==> src/rtl/core/tlmp_pkg.sv <==
// ----------------------------------------------------------------------------
// tlmp_pkg - telnet line-mode parser package
// Byte codes, parse phases, result encodings and the types shared between
// the step decoder and the top level.
// ----------------------------------------------------------------------------
package tlmp_pkg;

  // Telnet and control byte codes
  localparam logic [7:0] B_IAC   = 8'd255;
  localparam logic [7:0] B_DONT  = 8'd254;
  localparam logic [7:0] B_DO    = 8'd253;
  localparam logic [7:0] B_WONT  = 8'd252;
  localparam logic [7:0] B_WILL  = 8'd251;
  localparam logic [7:0] B_SB    = 8'd250;
  localparam logic [7:0] B_SE    = 8'd240;
  localparam logic [7:0] B_IP    = 8'd244;
  localparam logic [7:0] B_SUSP  = 8'd237;
  localparam logic [7:0] B_EOF   = 8'd236;
  localparam logic [7:0] B_NAWS  = 8'd31;
  localparam logic [7:0] B_TMARK = 8'd6;
  localparam logic [7:0] B_ECHO  = 8'd1;
  localparam logic [7:0] B_SGA   = 8'd3;
  localparam logic [7:0] B_DC3   = 8'd19;
  localparam logic [7:0] B_CR    = 8'd13;
  localparam logic [7:0] B_LF    = 8'd10;
  localparam logic [7:0] B_EOT   = 8'd4;
  localparam logic [7:0] B_ETX   = 8'd3;
  localparam logic [7:0] B_NUL   = 8'd0;

  // Parse phases
  localparam logic [3:0] PH_NORMAL   = 4'd0;
  localparam logic [3:0] PH_CR       = 4'd1;
  localparam logic [3:0] PH_IAC      = 4'd2;
  localparam logic [3:0] PH_VERB     = 4'd3;
  localparam logic [3:0] PH_SB       = 4'd4;
  localparam logic [3:0] PH_NAWS     = 4'd5;
  localparam logic [3:0] PH_TAIL1    = 4'd6;
  localparam logic [3:0] PH_TAIL2    = 4'd7;
  localparam logic [3:0] PH_SKIP     = 4'd8;
  localparam logic [3:0] PH_SKIP_IAC = 4'd9;

  // Result kinds
  localparam logic [1:0] K_DATA = 2'd0;
  localparam logic [1:0] K_TX   = 2'd1;
  localparam logic [1:0] K_EVT  = 2'd2;
  localparam logic [1:0] K_WIN  = 2'd3;

  // Event codes
  localparam logic [1:0] EV_LINE  = 2'd0;
  localparam logic [1:0] EV_INTR  = 2'd1;
  localparam logic [1:0] EV_SUSP  = 2'd2;
  localparam logic [1:0] EV_CLOSE = 2'd3;

  localparam logic [2:0] NAWS_BYTES = 3'd4;

  typedef struct packed {
    logic [1:0]  kind;
    logic [7:0]  data_byte;
    logic [1:0]  event_code;
    logic [15:0] win_width;
    logic [15:0] win_height;
    logic        last;
  } result_t;

  typedef struct packed {
    logic [3:0]  phase;
    logic [7:0]  pending_verb;
    logic [2:0]  naws_count;
    logic        naws_escape;
    logic [31:0] naws_shift;
    logic        line_has_data;
  } state_t;

  // Results of one byte: count plus up to three entries, entry 0 first
  typedef struct packed {
    logic [1:0]       n;
    result_t [2:0]    r;
  } burst_t;

  function automatic result_t mk_res(logic [1:0] kind, logic [7:0] data,
                                     logic [1:0] ev, logic [31:0] win);
    result_t r;
    r.kind       = kind;
    r.data_byte  = data;
    r.event_code = ev;
    r.win_width  = win[31:16];
    r.win_height = win[15:0];
    r.last       = 1'b0;
    return r;
  endfunction

endpackage

==> src/rtl/core/tlmp_if.sv <==
// ----------------------------------------------------------------------------
// tlmp_if - channel interfaces of the telnet line-mode parser
// Valid/ready channels for received bytes and for parser results.
// ----------------------------------------------------------------------------
interface tlmp_rx_if;
  logic       valid;
  logic       ready;
  logic [7:0] rx_byte;

  modport source (output valid, output rx_byte, input ready);
  modport sink   (input valid, input rx_byte, output ready);
endinterface

interface tlmp_res_if;
  logic        valid;
  logic        ready;
  logic [1:0]  kind;
  logic [7:0]  data_byte;
  logic [1:0]  event_code;
  logic [15:0] win_width;
  logic [15:0] win_height;
  logic        last;

  modport source (output valid, output kind, output data_byte, output event_code,
                  output win_width, output win_height, output last, input ready);
  modport sink   (input valid, input kind, input data_byte, input event_code,
                  input win_width, input win_height, input last, output ready);
endinterface

==> src/rtl/core/tlmp_step.sv <==
// ----------------------------------------------------------------------------
// tlmp_step - one-byte parse step
// From the parser state and one received byte, forms the next state and the
// up to three results that the byte causes.
// ----------------------------------------------------------------------------
module tlmp_step (
  input  tlmp_pkg::state_t st,
  input  logic [7:0]       rx_byte,
  output tlmp_pkg::state_t nxt,
  output tlmp_pkg::burst_t burst
);
  import tlmp_pkg::*;

  logic [2:0] cnt_inc;

  assign cnt_inc = st.naws_count + 3'd1;

  always_comb begin
    nxt        = st;
    burst.n    = 2'd0;
    burst.r[0] = mk_res(K_DATA, B_NUL, EV_LINE, 32'd0);
    burst.r[1] = burst.r[0];
    burst.r[2] = burst.r[0];

    case (st.phase)
      PH_NORMAL: begin
        if (rx_byte == B_IAC) begin
          nxt.phase = PH_IAC;
        end else if (rx_byte == B_LF) begin
          burst.n    = 2'd3;
          burst.r[0] = mk_res(K_DATA, B_CR, EV_LINE, 32'd0);
          burst.r[1] = mk_res(K_DATA, B_LF, EV_LINE, 32'd0);
          burst.r[2] = mk_res(K_EVT, B_NUL, EV_LINE, 32'd0);
          nxt.line_has_data = 1'b0;
        end else if (rx_byte == B_CR) begin
          nxt.phase = PH_CR;
        end else if (rx_byte == B_EOT) begin
          if (!st.line_has_data) begin
            burst.n    = 2'd1;
            burst.r[0] = mk_res(K_EVT, B_NUL, EV_CLOSE, 32'd0);
          end
        end else if (rx_byte == B_ETX || rx_byte == B_DC3) begin
          burst.n    = 2'd3;
          burst.r[0] = mk_res(K_TX, B_CR, EV_LINE, 32'd0);
          burst.r[1] = mk_res(K_TX, B_LF, EV_LINE, 32'd0);
          burst.r[2] = mk_res(K_EVT, B_NUL,
                              (rx_byte == B_ETX) ? EV_INTR : EV_SUSP, 32'd0);
          nxt.line_has_data = 1'b0;
        end else begin
          burst.n    = 2'd1;
          burst.r[0] = mk_res(K_DATA, rx_byte, EV_LINE, 32'd0);
          nxt.line_has_data = 1'b1;
        end
      end
      PH_CR: begin
        nxt.phase = PH_NORMAL;
        if (rx_byte == B_NUL || rx_byte == B_LF) begin
          burst.n    = 2'd3;
          burst.r[0] = mk_res(K_DATA, B_CR, EV_LINE, 32'd0);
          burst.r[1] = mk_res(K_DATA, B_LF, EV_LINE, 32'd0);
          burst.r[2] = mk_res(K_EVT, B_NUL, EV_LINE, 32'd0);
          nxt.line_has_data = 1'b0;
        end else begin
          // lone CR: keep it, then the byte raw
          burst.n    = 2'd2;
          burst.r[0] = mk_res(K_DATA, B_CR, EV_LINE, 32'd0);
          burst.r[1] = mk_res(K_DATA, rx_byte, EV_LINE, 32'd0);
          nxt.line_has_data = 1'b1;
        end
      end
      PH_IAC: begin
        nxt.phase = PH_NORMAL;
        if (rx_byte >= B_WILL && rx_byte <= B_DONT) begin
          nxt.pending_verb = rx_byte;
          nxt.phase        = PH_VERB;
        end else if (rx_byte == B_SB) begin
          nxt.phase = PH_SB;
        end else if (rx_byte == B_IP || rx_byte == B_SUSP) begin
          burst.n    = 2'd3;
          burst.r[0] = mk_res(K_TX, B_CR, EV_LINE, 32'd0);
          burst.r[1] = mk_res(K_TX, B_LF, EV_LINE, 32'd0);
          burst.r[2] = mk_res(K_EVT, B_NUL,
                              (rx_byte == B_IP) ? EV_INTR : EV_SUSP, 32'd0);
          nxt.line_has_data = 1'b0;
        end else if (rx_byte == B_EOF) begin
          if (!st.line_has_data) begin
            burst.n    = 2'd1;
            burst.r[0] = mk_res(K_EVT, B_NUL, EV_CLOSE, 32'd0);
          end
        end else if (rx_byte == B_IAC) begin
          burst.n    = 2'd1;
          burst.r[0] = mk_res(K_DATA, B_IAC, EV_LINE, 32'd0);
          nxt.line_has_data = 1'b1;
        end
      end
      PH_VERB: begin
        nxt.phase  = PH_NORMAL;
        burst.r[0] = mk_res(K_TX, B_IAC, EV_LINE, 32'd0);
        burst.r[2] = mk_res(K_TX, rx_byte, EV_LINE, 32'd0);
        if (rx_byte == B_TMARK) begin
          if (st.pending_verb == B_DO) begin
            burst.n    = 2'd3;
            burst.r[1] = mk_res(K_TX, B_WILL, EV_LINE, 32'd0);
          end
        end else if (rx_byte == B_ECHO) begin
          if (st.pending_verb == B_WILL) begin
            burst.n    = 2'd3;
            burst.r[1] = mk_res(K_TX, B_DONT, EV_LINE, 32'd0);
          end
        end else if (rx_byte == B_SGA || rx_byte == B_NAWS) begin
          burst.n = 2'd0;
        end else if (st.pending_verb == B_DO) begin
          burst.n    = 2'd3;
          burst.r[1] = mk_res(K_TX, B_WONT, EV_LINE, 32'd0);
        end else if (st.pending_verb == B_WILL) begin
          burst.n    = 2'd3;
          burst.r[1] = mk_res(K_TX, B_DONT, EV_LINE, 32'd0);
        end
      end
      PH_SB: begin
        if (rx_byte == B_NAWS) begin
          nxt.phase       = PH_NAWS;
          nxt.naws_count  = 3'd0;
          nxt.naws_escape = 1'b0;
          nxt.naws_shift  = 32'd0;
        end else begin
          nxt.phase = PH_SKIP;
        end
      end
      PH_NAWS: begin
        if (!st.naws_escape && rx_byte == B_IAC) begin
          nxt.naws_escape = 1'b1;
        end else begin
          nxt.naws_escape = 1'b0;
          nxt.naws_shift  = {st.naws_shift[23:0], rx_byte};
          nxt.naws_count  = cnt_inc;
          if (cnt_inc >= NAWS_BYTES) begin
            nxt.phase = PH_TAIL1;
          end
        end
      end
      PH_TAIL1: begin
        nxt.phase = PH_TAIL2;
      end
      PH_TAIL2: begin
        nxt.phase      = PH_NORMAL;
        nxt.naws_count = 3'd0;
        burst.n        = 2'd1;
        burst.r[0]     = mk_res(K_WIN, B_NUL, EV_LINE, st.naws_shift);
      end
      PH_SKIP: begin
        if (rx_byte == B_IAC) begin
          nxt.phase = PH_SKIP_IAC;
        end
      end
      PH_SKIP_IAC: begin
        nxt.phase = (rx_byte == B_SE) ? PH_NORMAL : PH_SKIP;
      end
      default: begin
        nxt.phase = PH_NORMAL;
      end
    endcase

    // flag the final result of this byte
    case (burst.n)
      2'd1:    burst.r[0].last = 1'b1;
      2'd2:    burst.r[1].last = 1'b1;
      2'd3:    burst.r[2].last = 1'b1;
      default: ;
    endcase
  end

endmodule

==> src/rtl/core/telnet_line_mode_parser.sv <==
// ----------------------------------------------------------------------------
// telnet_line_mode_parser - telnet receive parser in line mode
// Parses received telnet bytes, answers option requests, decodes NAWS and
// marks line ends and control events.
// ----------------------------------------------------------------------------
// A received byte is taken on rx and parsed in the same cycle against the
// registered parser state; its zero to three results land in a three-entry
// result queue and leave one per cycle while res is ready, through a
// registered res port, each byte's final result flagged with last. Bytes
// yielding no result or a single one stream at one per clock while res is
// ready; a byte with more results holds rx while the queue drains until its
// last result moves out, so the byte rate is set by the single result port.
// Option replies are three transmit results (IAC, verb, option); line ends,
// interrupts and suspends are three results; NAWS gives one window-size
// result after the two trailing bytes. The block needs no clearing pass.
// ----------------------------------------------------------------------------
module telnet_line_mode_parser (
  input  logic     clk,
  input  logic     rst,
  tlmp_rx_if.sink  rx,
  tlmp_res_if.source res
);
  import tlmp_pkg::*;

  // Parser state and its next value from the step logic
  state_t        st;
  state_t        st_next;
  burst_t        dec;

  // Result queue: entry 0 is the head, cnt entries are live
  result_t [2:0] q;
  logic [1:0]    cnt;

  // Output register
  result_t       oreg;
  logic          ov;

  logic          rx_fire;
  logic          move;

  tlmp_step u_step (
    .st      (st),
    .rx_byte (rx.rx_byte),
    .nxt     (st_next),
    .burst   (dec)
  );

  // Advance the queue head into the output register when it is free or
  // being taken this cycle.
  assign move    = (cnt != 2'd0) && (!ov || res.ready);

  // Take a new byte when the queue is empty, or when its last entry moves
  // out this cycle.
  assign rx.ready = (cnt == 2'd0) || ((cnt == 2'd1) && move);
  assign rx_fire  = rx.valid && rx.ready;

  // Parser state: update once per accepted byte.
  always_ff @(posedge clk) begin
    if (rst) begin
      st.phase         <= PH_NORMAL;
      st.pending_verb  <= 8'd0;
      st.naws_count    <= 3'd0;
      st.naws_escape   <= 1'b0;
      st.naws_shift    <= 32'd0;
      st.line_has_data <= 1'b0;
    end else if (rx_fire) begin
      st <= st_next;
    end
  end

  // Queue count: load on accept, otherwise drop one per move.
  always_ff @(posedge clk) begin
    if (rst) begin
      cnt <= 2'd0;
    end else if (rx_fire) begin
      cnt <= dec.n;
    end else if (move) begin
      cnt <= cnt - 2'd1;
    end
  end

  // Queue payload: load the whole burst on accept, else shift toward the head.
  always_ff @(posedge clk) begin
    if (rx_fire) begin
      q <= dec.r;
    end else if (move) begin
      q[0] <= q[1];
      q[1] <= q[2];
    end
  end

  // Output register: hold until taken.
  always_ff @(posedge clk) begin
    if (rst) begin
      ov <= 1'b0;
    end else if (move) begin
      ov <= 1'b1;
    end else if (res.ready) begin
      ov <= 1'b0;
    end
  end

  always_ff @(posedge clk) begin
    if (move) begin
      oreg <= q[0];
    end
  end

  assign res.valid      = ov;
  assign res.kind       = oreg.kind;
  assign res.data_byte  = oreg.data_byte;
  assign res.event_code = oreg.event_code;
  assign res.win_width  = oreg.win_width;
  assign res.win_height = oreg.win_height;
  assign res.last       = oreg.last;

  // The queue holds exactly what the last accepted byte produced.
  a_burst_load: assert property (@(posedge clk) disable iff (rst)
    rx_fire |=> cnt == $past(dec.n))
    else $error("result queue count does not match accepted burst");

  // No byte is taken while two or more results are still queued.
  a_no_overrun: assert property (@(posedge clk) disable iff (rst)
    (cnt == 2'd2 || cnt == 2'd3) |-> !rx.ready)
    else $error("byte accepted over a queued burst");

  // The NAWS counter never passes the four value bytes.
  a_naws_bound: assert property (@(posedge clk) disable iff (rst)
    st.naws_count <= NAWS_BYTES)
    else $error("NAWS byte count out of range");

  // A result that moves into the output register while it is full must be
  // replacing one that is taken.
  a_no_drop: assert property (@(posedge clk) disable iff (rst)
    (move && ov) |-> res.ready)
    else $error("output register overwritten before taken");

endmodule
==> src/flat_wrapper.sv <==
// flat-port wrapper written by rule: the top's interface ports become plain ports
module telnet_line_mode_parser_flat import tlmp_pkg::*;
  (clk, rst, rx_valid, rx_rx_byte, rx_ready, res_valid, res_kind, res_data_byte, res_event_code, res_win_width, res_win_height, res_last, res_ready);
  tlmp_rx_if rx_i ();
  tlmp_res_if res_i ();
  input  logic clk;
  input  logic rst;
  input wire logic [$bits(rx_i.valid)-1:0] rx_valid;
  input wire logic [$bits(rx_i.rx_byte)-1:0] rx_rx_byte;
  output wire logic [$bits(rx_i.ready)-1:0] rx_ready;
  output wire logic [$bits(res_i.valid)-1:0] res_valid;
  output wire logic [$bits(res_i.kind)-1:0] res_kind;
  output wire logic [$bits(res_i.data_byte)-1:0] res_data_byte;
  output wire logic [$bits(res_i.event_code)-1:0] res_event_code;
  output wire logic [$bits(res_i.win_width)-1:0] res_win_width;
  output wire logic [$bits(res_i.win_height)-1:0] res_win_height;
  output wire logic [$bits(res_i.last)-1:0] res_last;
  input wire logic [$bits(res_i.ready)-1:0] res_ready;
  assign rx_i.valid = rx_valid;
  assign rx_i.rx_byte = rx_rx_byte;
  assign rx_ready = rx_i.ready;
  assign res_valid = res_i.valid;
  assign res_kind = res_i.kind;
  assign res_data_byte = res_i.data_byte;
  assign res_event_code = res_i.event_code;
  assign res_win_width = res_i.win_width;
  assign res_win_height = res_i.win_height;
  assign res_last = res_i.last;
  assign res_i.ready = res_ready;
  telnet_line_mode_parser u_core (.clk(clk), .rst(rst), .rx(rx_i), .res(res_i));
endmodule
==> config.mk <==
export PLATFORM = sky130hd
export DESIGN_NAME = telnet_line_mode_parser_flat
export DESIGN_NICKNAME = d
export VERILOG_FILES = /design/src/rtl/core/tlmp_pkg.sv /design/src/rtl/core/tlmp_if.sv /design/src/rtl/core/tlmp_step.sv /design/src/rtl/core/telnet_line_mode_parser.sv /design/src/flat_wrapper.sv
export SDC_FILE = /design/constraint.sdc
export NUM_CORES = 1
export LEC_CHECK = 0
export ABC_CLOCK_PERIOD_IN_PS = 10800
export CORE_AREA = 2 2 113 115
export CTS_CLUSTER_DIAMETER = 50
export DETAILED_ROUTE_END_ITERATION = 16
export DIE_AREA = 0 0 115 117
export DONT_BUFFER_PORTS = 1
export GPL_ROUTABILITY_DRIVEN = 0
export PLACE_DENSITY = 0.82
export SYNTH_ARGS = -nofsm -noshare
export SYNTH_HDL_FRONTEND = slang
export SYNTH_SLANG_ARGS = --single-unit
export TNS_END_PERCENT = 5
==> constraint.sdc <==
create_clock -name clk -period 10.8 [get_ports clk]
set_input_delay 0 -clock clk [delete_from_list [all_inputs] [get_ports clk]]
set_output_delay 0 -clock clk [all_outputs]
set_load 0.005 [all_outputs]
==> After elaboration in Yosys (flattened, before gate mapping) <==
Cells that the tools add are included.
{ "totals": {"regBits": 232, "elab_cells": 184} }
{ "classes": {"addsub": 2, "order_cmp": 3, "eq_ne": 42, "mux": 77, "n_reduce_logical": 28} }
{ "ops": {"columns": ["op", "count"], "rows": [
  ["two-way mux 137 bit", 5],
  ["two-way mux 90 bit", 5],
  ["two-way mux 45 bit", 9],
  ["one-hot mux 90 bit (4 select lines)", 1],
  ["one-hot mux 45 bit (5 select lines)", 1],
  ["two-way mux 44 bit", 3],
  ["two-way mux 88 bit", 1],
  ["one-hot mux 33 bit (2 select lines)", 1],
  ["equality test 8 bit (second input constant)", 8],
  ["two-way mux 43 bit", 1],
  ["two-way mux 36 bit", 1],
  ["two-way mux 32 bit", 1],
  ["two-way mux 4 bit", 8],
  ["two-way mux 2 bit", 14],
  ["one-hot mux 4 bit (7 select lines)", 1],
  ["two-way mux 1 bit", 19],
  ["inequality test 3 bit (second input constant)", 6],
  ["equality test 4 x 3 -> 1 bit (second input constant)", 4],
  ["equality test 8 x 3 -> 1 bit (second input constant)", 2],
  ["equality test 8 x 4 -> 1 bit (second input constant)", 2],
  ["equality test 8 x 5 -> 1 bit (second input constant)", 2],
  ["inequality test 2 bit (second input constant)", 7],
  ["one-hot mux 2 bit (5 select lines)", 1],
  ["two-way mux 3 bit", 3],
  ["other kinds (26)", 46]
]} }

==> Logic depth before layout (Yosys ltp) <==
Gate-level depths: netlist (run 1).
{ "logic_depth": {"word_depth": 11, "depth_mapped": 9, "mapped_depth_nobuf": 8} }

==> By module <==
From an unflattened synthesis (run 1), not the netlist that was laid out.
{ "hier_totals": {"hier_cells": 1063, "area_unflattened_um2": 10806.6} }
{ "modules_own_cells": {"columns": ["module", "instances", "cells_per_inst", "area_per_inst_um2", "seq_area_each_um2"], "rows": [
  ["telnet_line_mode_parser", 1, 706, 8385.5, 6446.2],
  ["tlmp_step", 1, 357, 2421.1, 0.0]
]} }

==> Least setup slack after synthesis (run 1) <==
Ideal clock, no wire load.
{ "synth_timing": {"path_type": "register -> register", "start": "register u_core.cnt[0]", "end": "register u_core.cnt[1]", "setup_time_ns": 0.107, "arrival_ns": 5.450, "required_ns": 10.693, "setup_slack_ns": 5.242, "stages_incl_launch_ff": 6, "n_path_buf": 0, "synth_period_minus_slack_ns": 5.558, "path_cell_list": "dfxtp_1 inv_1 ha_1 o21ai_0 o21ai_0 a221oi_1"} }
{ "synth_between": {"elab_chain_len": 6} }
{ "synth_rtl": {"columns": ["element", "line", "rtl"], "rows": [
  ["start: declaration", "telnet_line_mode_parser.sv:32", "logic [1:0] cnt;"],
  ["start signal: assignment", "telnet_line_mode_parser.sv:76", "cnt <= dec.n;"],
  ["start signal: assignment", "telnet_line_mode_parser.sv:78", "cnt <= cnt - 2'd1;"],
  ["branches (longest 6 deep; another with subtractor 2 x 1 -> 2 bit)", null, null]
]} }
Several ways; the timed one is not identified. The select of a mux whose other input is x is not followed.
A chain may end at the register's enable or synchronous reset.

==> Final worst setup path (run 1) <==
{ "layout_timing": {"start": "register u_core.cnt[0]", "end": "register u_core.q[44] in the netlist's numbering, data pin"} }
{ "layout_between": {"elab_chain_len": 6} }
{ "layout_rtl": {"columns": ["element", "line", "rtl"], "rows": [
  ["nonzero test 2 bit", "telnet_line_mode_parser.sv:50", "assign move = (cnt != 2'd0) && (!ov || res.ready);"],
  ["logical AND 1 bit", "telnet_line_mode_parser.sv:50", null],
  ["logical AND 1 bit", "telnet_line_mode_parser.sv:54", "assign rx.ready = (cnt == 2'd0) || ((cnt == 2'd1) && move);"],
  ["logical OR 1 bit *", "telnet_line_mode_parser.sv:54", null],
  ["logical AND 1 bit *", "telnet_line_mode_parser.sv:55", "assign rx_fire = rx.valid && rx.ready;"],
  ["named net u_core.rx_fire", "telnet_line_mode_parser.sv:38", "logic rx_fire;"],
  ["two-way mux 90 bit *", "telnet_line_mode_parser.sv:84", "if (rx_fire) begin"],
  ["end signal: assignment", "telnet_line_mode_parser.sv:85", "q <= dec.r;"],
  ["end: declaration", "telnet_line_mode_parser.sv:31", "result_t [2:0] q;"]
]} }
The timed path passes the listed nets; every way through them passes the cells marked *.

==> results of run 1 <==
-- cell type report --
type,count,area (µm²),area share [%]
clock buffer,18,429,5.35
inverter,9,33.8,0.421
timing repair buffer,21,203,2.53
tap,150,188,2.34
sequential,168,4520,56.4
clock inverter,14,156,1.95
multi-input combinational,403,2490,31.0
-- synthesized netlist by cell type (3+ instances only) --
library cell / number / area (µm²)
o22ai_1: 3 / 18.8
ha_1: 3 / 37.5
nor4b_1: 4 / 35.0
a21oi_1: 54 / 270
a32o_1: 3 / 30.0
nand3_1: 40 / 200
o211ai_1: 3 / 22.5
a211o_1: 3 / 26.3
nand2_1: 68 / 255
and2_1: 47 / 294
a211oi_1: 3 / 22.5
nor4bb_1: 3 / 30.0
o21ai_0: 19 / 95.1
nand4b_1: 3 / 26.3
nand4_1: 10 / 62.6
edfxtp_1: 116 / 3480
xnor2_1: 3 / 26.3
clkbuf_1: 36 / 135
buf_2: 8 / 40.0
or4_1: 3 / 22.5
nor3_1: 15 / 75.1
mux2i_1: 4 / 40.0
a21o_1: 6 / 45.0
buf_4: 4 / 30.0
nor2_1: 25 / 93.8
inv_1: 9 / 33.8
dfxtp_1: 52 / 1040
and4_1: 5 / 43.8
or3_1: 5 / 31.3
a22o_1: 3 / 26.3
nor2b_1: 4 / 25.0
a41oi_1: 3 / 26.3
nand2b_1: 5 / 31.3
a311oi_1: 4 / 35.0
a32oi_1: 6 / 52.6
or2_2: 3 / 18.8
and3_1: 4 / 25.0
a31oi_1: 6 / 37.5
-- state kept, by name, indices dropped and copies added, names as in the netlist --
register and count:
u_core.res.win_width 16, u_core.cnt 2, u_core.res.kind 2, u_core.res.valid 1, u_core.res.data_byte 8, u_core.res.win_height 16, u_core.q 71, u_core.res.event_code 2
u_core.st 49, u_core.res.last 1
-- what timing repair did --
action                     in CTS  in global routing
setup endpoints to repair       0                  0
hold buffers                   14                  0
hold endpoints to repair       76                  0
buffers inserted                0                  0
resized for setup               0                  0
-- path summary, 6_finish.rpt --
check / depth (start not counted) / endpoint / startpoint
setup reg to reg: 9 / u_core.q[44] / u_core.cnt[0]
hold / removal: 4 / u_core.st[44] / rx_rx_byte[2]
setup / recovery: 9 / u_core.q[44] / u_core.cnt[0]
hold reg to reg: 0 / u_core.res.win_height[6] / u_core.q[7]
-- power by group --
group	switching (mW)	internal, mW	total [mW]	leakage (nW)
registers	0.0824	1.01	1.10	1.59
logic	0.246	0.0837	0.330	0.854
clock network	0.261	0.327	0.588	0.274
total	0.589	1.42	2.01	2.72
-- metal layers --
layer,part of all wire [%],routed length [µm]
met4,4.0,615
met5,0,0
met2,46,7110
met1,39,5970
met3,11,1660
-- worst max-delay path, delay by kind of cell, from the launching register on --
kind,cells,cell delay [ps]
AOI/OAI and AO/OA,3,800
adders and majority gates,1,340
buffers and inverters,3,950
DFF,1,360
and+or+nand+nor,2,640
-- logic make-up after synthesis --
family	Yosys count	share of synthesized area [%]
XOR/XNOR	4	0.487
AND/OR/NAND/NOR	257	19.8
adder cells (fa/ha/maj)	3	0.522
flip-flops	168	62.9
buffers and inverters	59	3.43
AO/OA/AOI/OAI	135	12.3
multiplexers	4	0.557
==> flow_summary.json, run 1 <==
{
  "status": "finished, final reports clean",
  "tritoncts": "built",
  "grtUsageMet3_pct": 8.39,
  "met2_usage_pct": 36.9,
  "layout_setup_ws_ps": 7560,
  "num-nets-final": 635,
  "grt_pass1_vias": 4809,
  "grt_use_total_pct": 24.1,
  "power.total_mw": 2.01,
  "cts.path.max_buffers": 2,
  "layout_commonest_cell": "edfxtp_1",
  "ys_warn_count": 0,
  "antenna_left": 0,
  "drive_gt1_share_pct": 8.85,
  "wl_um": 15300,
  "fmax_mhz": 309,
  "placed_cell_area_mm2": 0.00728,
  "crit_arrival_ps": 3540,
  "whs_ps": 16.3,
  "place_hpwl_um": 9190,
  "drtIter0Drc": 851,
  "instances_no_fill": 783,
  "min_period_ps": 3240,
  "fin_area_mm2": 0.00802,
  "syn_inst": 630,
  "tightest_slew_ps": 1050,
  "slew_viol_final": 0,
  "postSynth.asyncResetShare_pct": 0,
  "drt-vias-per-instance": 6.54,
  "period_share_pct": 30.0,
  "yosysUniqueCellTypes": 64,
  "setup_tns_ps": 0,
  "synth-edff-count": 116,
  "synth_ff_type": "edfxtp_1",
  "syn_area_mm2": 0.00719,
  "clock_latency_ps": 430,
  "slowest_delay_ps": 580,
  "area_delta_synth_final_pct": 11.5,
  "busiest_layer": "met2",
  "rsz0062_at_grt": "false",
  "cts_made_buffers": 17,
  "avgRoutedWirePerCell_um": 19.6,
  "grt.overflow.total": 0,
  "critPathSlowestCell": "inv_1",
  "drc": 0,
  "cpMostUsedCell": "inv_1",
  "crit_path_max_fanout": 42,
  "root_buffer": "clkbuf_16",
  "grt_max_degree": 53,
  "initial_core_util_pct": 58.4,
  "fin_skew_ps": 8.95,
  "n_antenna_cell": 0,
  "core_area_mm2": 0.0123,
  "power.leakage_nw": 2.72,
  "worstPathCellList": "inv_1 -> ha_1 -> and2_1 -> a31oi_4 -> buf_4 -> inv_1 -> nand2_1 -> a2111oi_2 -> a211o_1",
  "syn_area_per_cell_um2": 11.4,
  "die_area_mm2": 0.0135,
  "finalHoldViolations": 0,
  "pre_cts_ws_ps": 7650,
  "cp.required_ps": 11110,
  "ys_seq_elements": 168,
  "r2r_slack_ps": 7560,
  "relSlewSlack_pct": 30.3,
  "power_density_mw_per_mm2": 251,
  "crit_type": "register to register",
  "io_buffer_count": 0,
  "drv_cap": 0,
  "cts_sinks": 168,
  "syn_nets": 645,
  "die_w_um": 115,
  "h-tree-depth": 4,
  "fp-row-count": 41,
  "min_path_type": "input pin to register",
  "end_kind": "register",
  "final-setup-viol-count": 0,
  "die_h_um": 117,
  "clk_pin_slew_ps": 70,
  "n_fill_cell": 879,
  "ir_drop_v": 0.000123,
  "antenna_found_initial": 0,
  "placed_cells": 737,
  "final_cell_mix": "edfxtp_1, nand2_1, a21oi_1, dfxtp_1, and2_1",
  "io_pins": 59,
  "grtUsageMet1_pct": 31.5,
  "drt-pass1-iter-count": 8,
  "yosysSeqAreaShare_pct": 62.9,
  "cp-start-kind": "register",
  "grt_pass1_wl_um": 24700,
  "dr_total_vias": 5121,
  "final_util_pct": 65.1
}
(Power assumes the default switching activity.)
==> run 2, diff against run 1 <==
Settings changed: ABC_CLOCK_PERIOD_IN_PS 10800 to 2800, CORE_AREA 2 2 113 115 to 2 2 116 118, DIE_AREA 0 0 115 117 to 0 0 118 120, PLACE_DENSITY 0.82 to 0.81.
Clock period 10.8 ns to 2.8 ns, I/O delays scaled along.
==> run 2 against run 1 <==
Effect of this change:
- via count grew 2.9%
- register-to-register slack lost 7400 ps
- final cell count grew 4.2%
- critical path depth shrank 2
- largest cell class unchanged
- critical path type unchanged
==> flow_summary.json, run 2 (synthesis gave the netlist of run 1 again) <==
{
  "status": "finished, final reports clean",
  "setup_tns_ps": 0,
  "clock_latency_ps": 440,
  "grt_pass1_vias": 5035,
  "post-cts-setup-buffer-count": 0,
  "cp.required_ps": 3110,
  "drt-pass1-iter-count": 8,
  "largest_register_ffs": 71,
  "die_area_mm2": 0.0142,
  "top_register": "u_core.q",
  "critPathSlowestCell": "or4b_2",
  "io_pins": 59,
  "core_area_mm2": 0.0130,
  "grt_max_degree": 53,
  "root_buffer": "clkbuf_16",
  "fmax_mhz": 384,
  "period_share_pct": 93.0,
  "initial_core_util_pct": 55.4,
  "final-setup-viol-count": 0,
  "placed_cells": 772,
  "fin_skew_ps": 16.4,
  "area_delta_synth_final_pct": 13.0,
  "finalHoldViolations": 0,
  "rsz0062_at_grt": "false",
  "clk_pin_slew_ps": 70,
  "rr_worst_depth": 7,
  "die_w_um": 118,
  "drt-vias-per-instance": 6.46,
  "end_kind": "register",
  "worstPathCellList": "inv_1 -> ha_1 -> and2_1 -> a31oi_4 -> or4b_2 -> nand2_1 -> a21oi_1",
  "cts.path.max_buffers": 2,
  "r2r_slack_ps": 200,
  "ir_drop_v": 0.000584,
  "avgRoutedWirePerCell_um": 20.0,
  "die_h_um": 120,
  "final_cell_mix": "edfxtp_1, nand2_1, a21oi_1, dfxtp_1, and2_1",
  "io_buffer_count": 0,
  "crit_arrival_ps": 2910,
  "instances_no_fill": 816,
  "power.leakage_nw": 2.77,
  "h-tree-depth": 4,
  "slew_viol_final": 0,
  "grt_pass1_wl_um": 25800,
  "path_delay_family": "simple AND/OR/NAND/NOR gates",
  "drc": 0,
  "top_regs": "u_core.q (71), u_core.st (49)",
  "min_path_type": "input pin to register",
  "crit_type": "register to register",
  "r2r_start": "u_core.cnt[1]",
  "num-nets-final": 642,
  "fp-row-count": 42,
  "drv_cap": 0,
  "tightest_slew_ps": 952,
  "n_antenna_cell": 0,
  "cp-start-kind": "register",
  "min_period_ps": 2600,
  "grt.overflow.total": 0,
  "hold_path_depth": 4,
  "hold_start": "rx_rx_byte[2]",
  "hold-path-endpoint": "u_core.st[40]",
  "final_util_pct": 62.6,
  "crit_path_max_fanout": 32,
  "slowest_delay_ps": 1070,
  "relSlewSlack_pct": 36.1,
  "wl_um": 16300,
  "drive_gt1_share_pct": 10.2,
  "antenna_left": 0,
  "critPathBufInv": 1,
  "antenna_found_initial": 0,
  "drtIter0Drc": 708,
  "r2r-end": "u_core.st[26]",
  "layout_commonest_cell": "edfxtp_1",
  "dr_total_vias": 5268,
  "power_density_mw_per_mm2": 986,
  "grt_use_total_pct": 23.6,
  "cts_sinks": 168,
  "cts_made_buffers": 17,
  "place_hpwl_um": 9890,
  "tritoncts": "built"
}
run 2: changes by cell type in the layout (fill, tap and decap cells not counted), moves of 2 or more:
cell / previous run / this run
buf_4: 7 / 16
bufinv_16: 1 / 3
clkinvlp_4: 4 / 2
dlygate4sd3_1: 13 / 11
inv_6: 3 / 6
inv_8: 4 / 2
run 2: power by group:
group | internal, mW | leakage, nW | total [mW] | switching [mW]
Sequential | 3.91 | 1.59 | 4.23 | 0.324
Clock | 1.43 | 0.294 | 2.44 | 1.01
Combinational | 0.353 | 0.887 | 1.34 | 0.984
Total | 5.69 | 2.77 | 8.01 | 2.32
run 2: worst max-delay path by stage:
stage                              from            end  slack [ps]  cells after the start
after floorplan           u_core.cnt[0]  u_core.cnt[0]          10                      5
after global placement    u_core.cnt[0]  u_core.st[30]         280                      7
after detailed placement  u_core.cnt[0]  u_core.st[32]         110                      7
after CTS                 u_core.cnt[0]  u_core.st[19]          80                      7
after global routing      u_core.st[46]    u_core.q[0]          20                      5
final                     u_core.cnt[1]  u_core.st[26]         200                      7
run 2: cell type report:
cell class	count	area (µm²)
clock inverter	14	184
clock buffer	18	429
multi-input combinational	403	2490
timing repair buffer	28	250
inverter	9	33.8
fill	971	4850
tap	176	220
sequential	168	4520
run 2: per-stage QoR:
step	setup WS, ps	hold slack [ps]	total power, mW	cell area, µm²
2_1_floorplan	14.6	232	5.12	7200
3_5_place_dp	114	78.8	5.58	7380
6_report	197	32.6	8.01	8130
5_1_grt	16.4	32.5	8.34	8130
4_1_cts	78.7	4.83	8.05	8130
3_3_place_gp	277	77.1	5.44	7380
run 2: layer usage:
layer	wire, µm	share of wire, %	GRT usage [%]
met1	6220	38	29.6
met5	0	0	0
met3	1670	10	6.80
met2	7670	47	37.5
met4	719	4.4	11.9
run 2: worst reg2reg max path: cells and delay by family (launching register included):
family                     cells  cell delay (ps)
DFF                            1              330
buffers and inverters          1               90
adders and majority gates      1              350
and+or+nand+nor                3             1520
AOI/OAI and AO/OA              2              190
run 2: what timing repair did:
item                                    CTS  global route
gates resized for setup                   0             1
endpoints found under the setup margin    0            32
hold buffers                             12             0
endpoints found under the hold margin    75             0
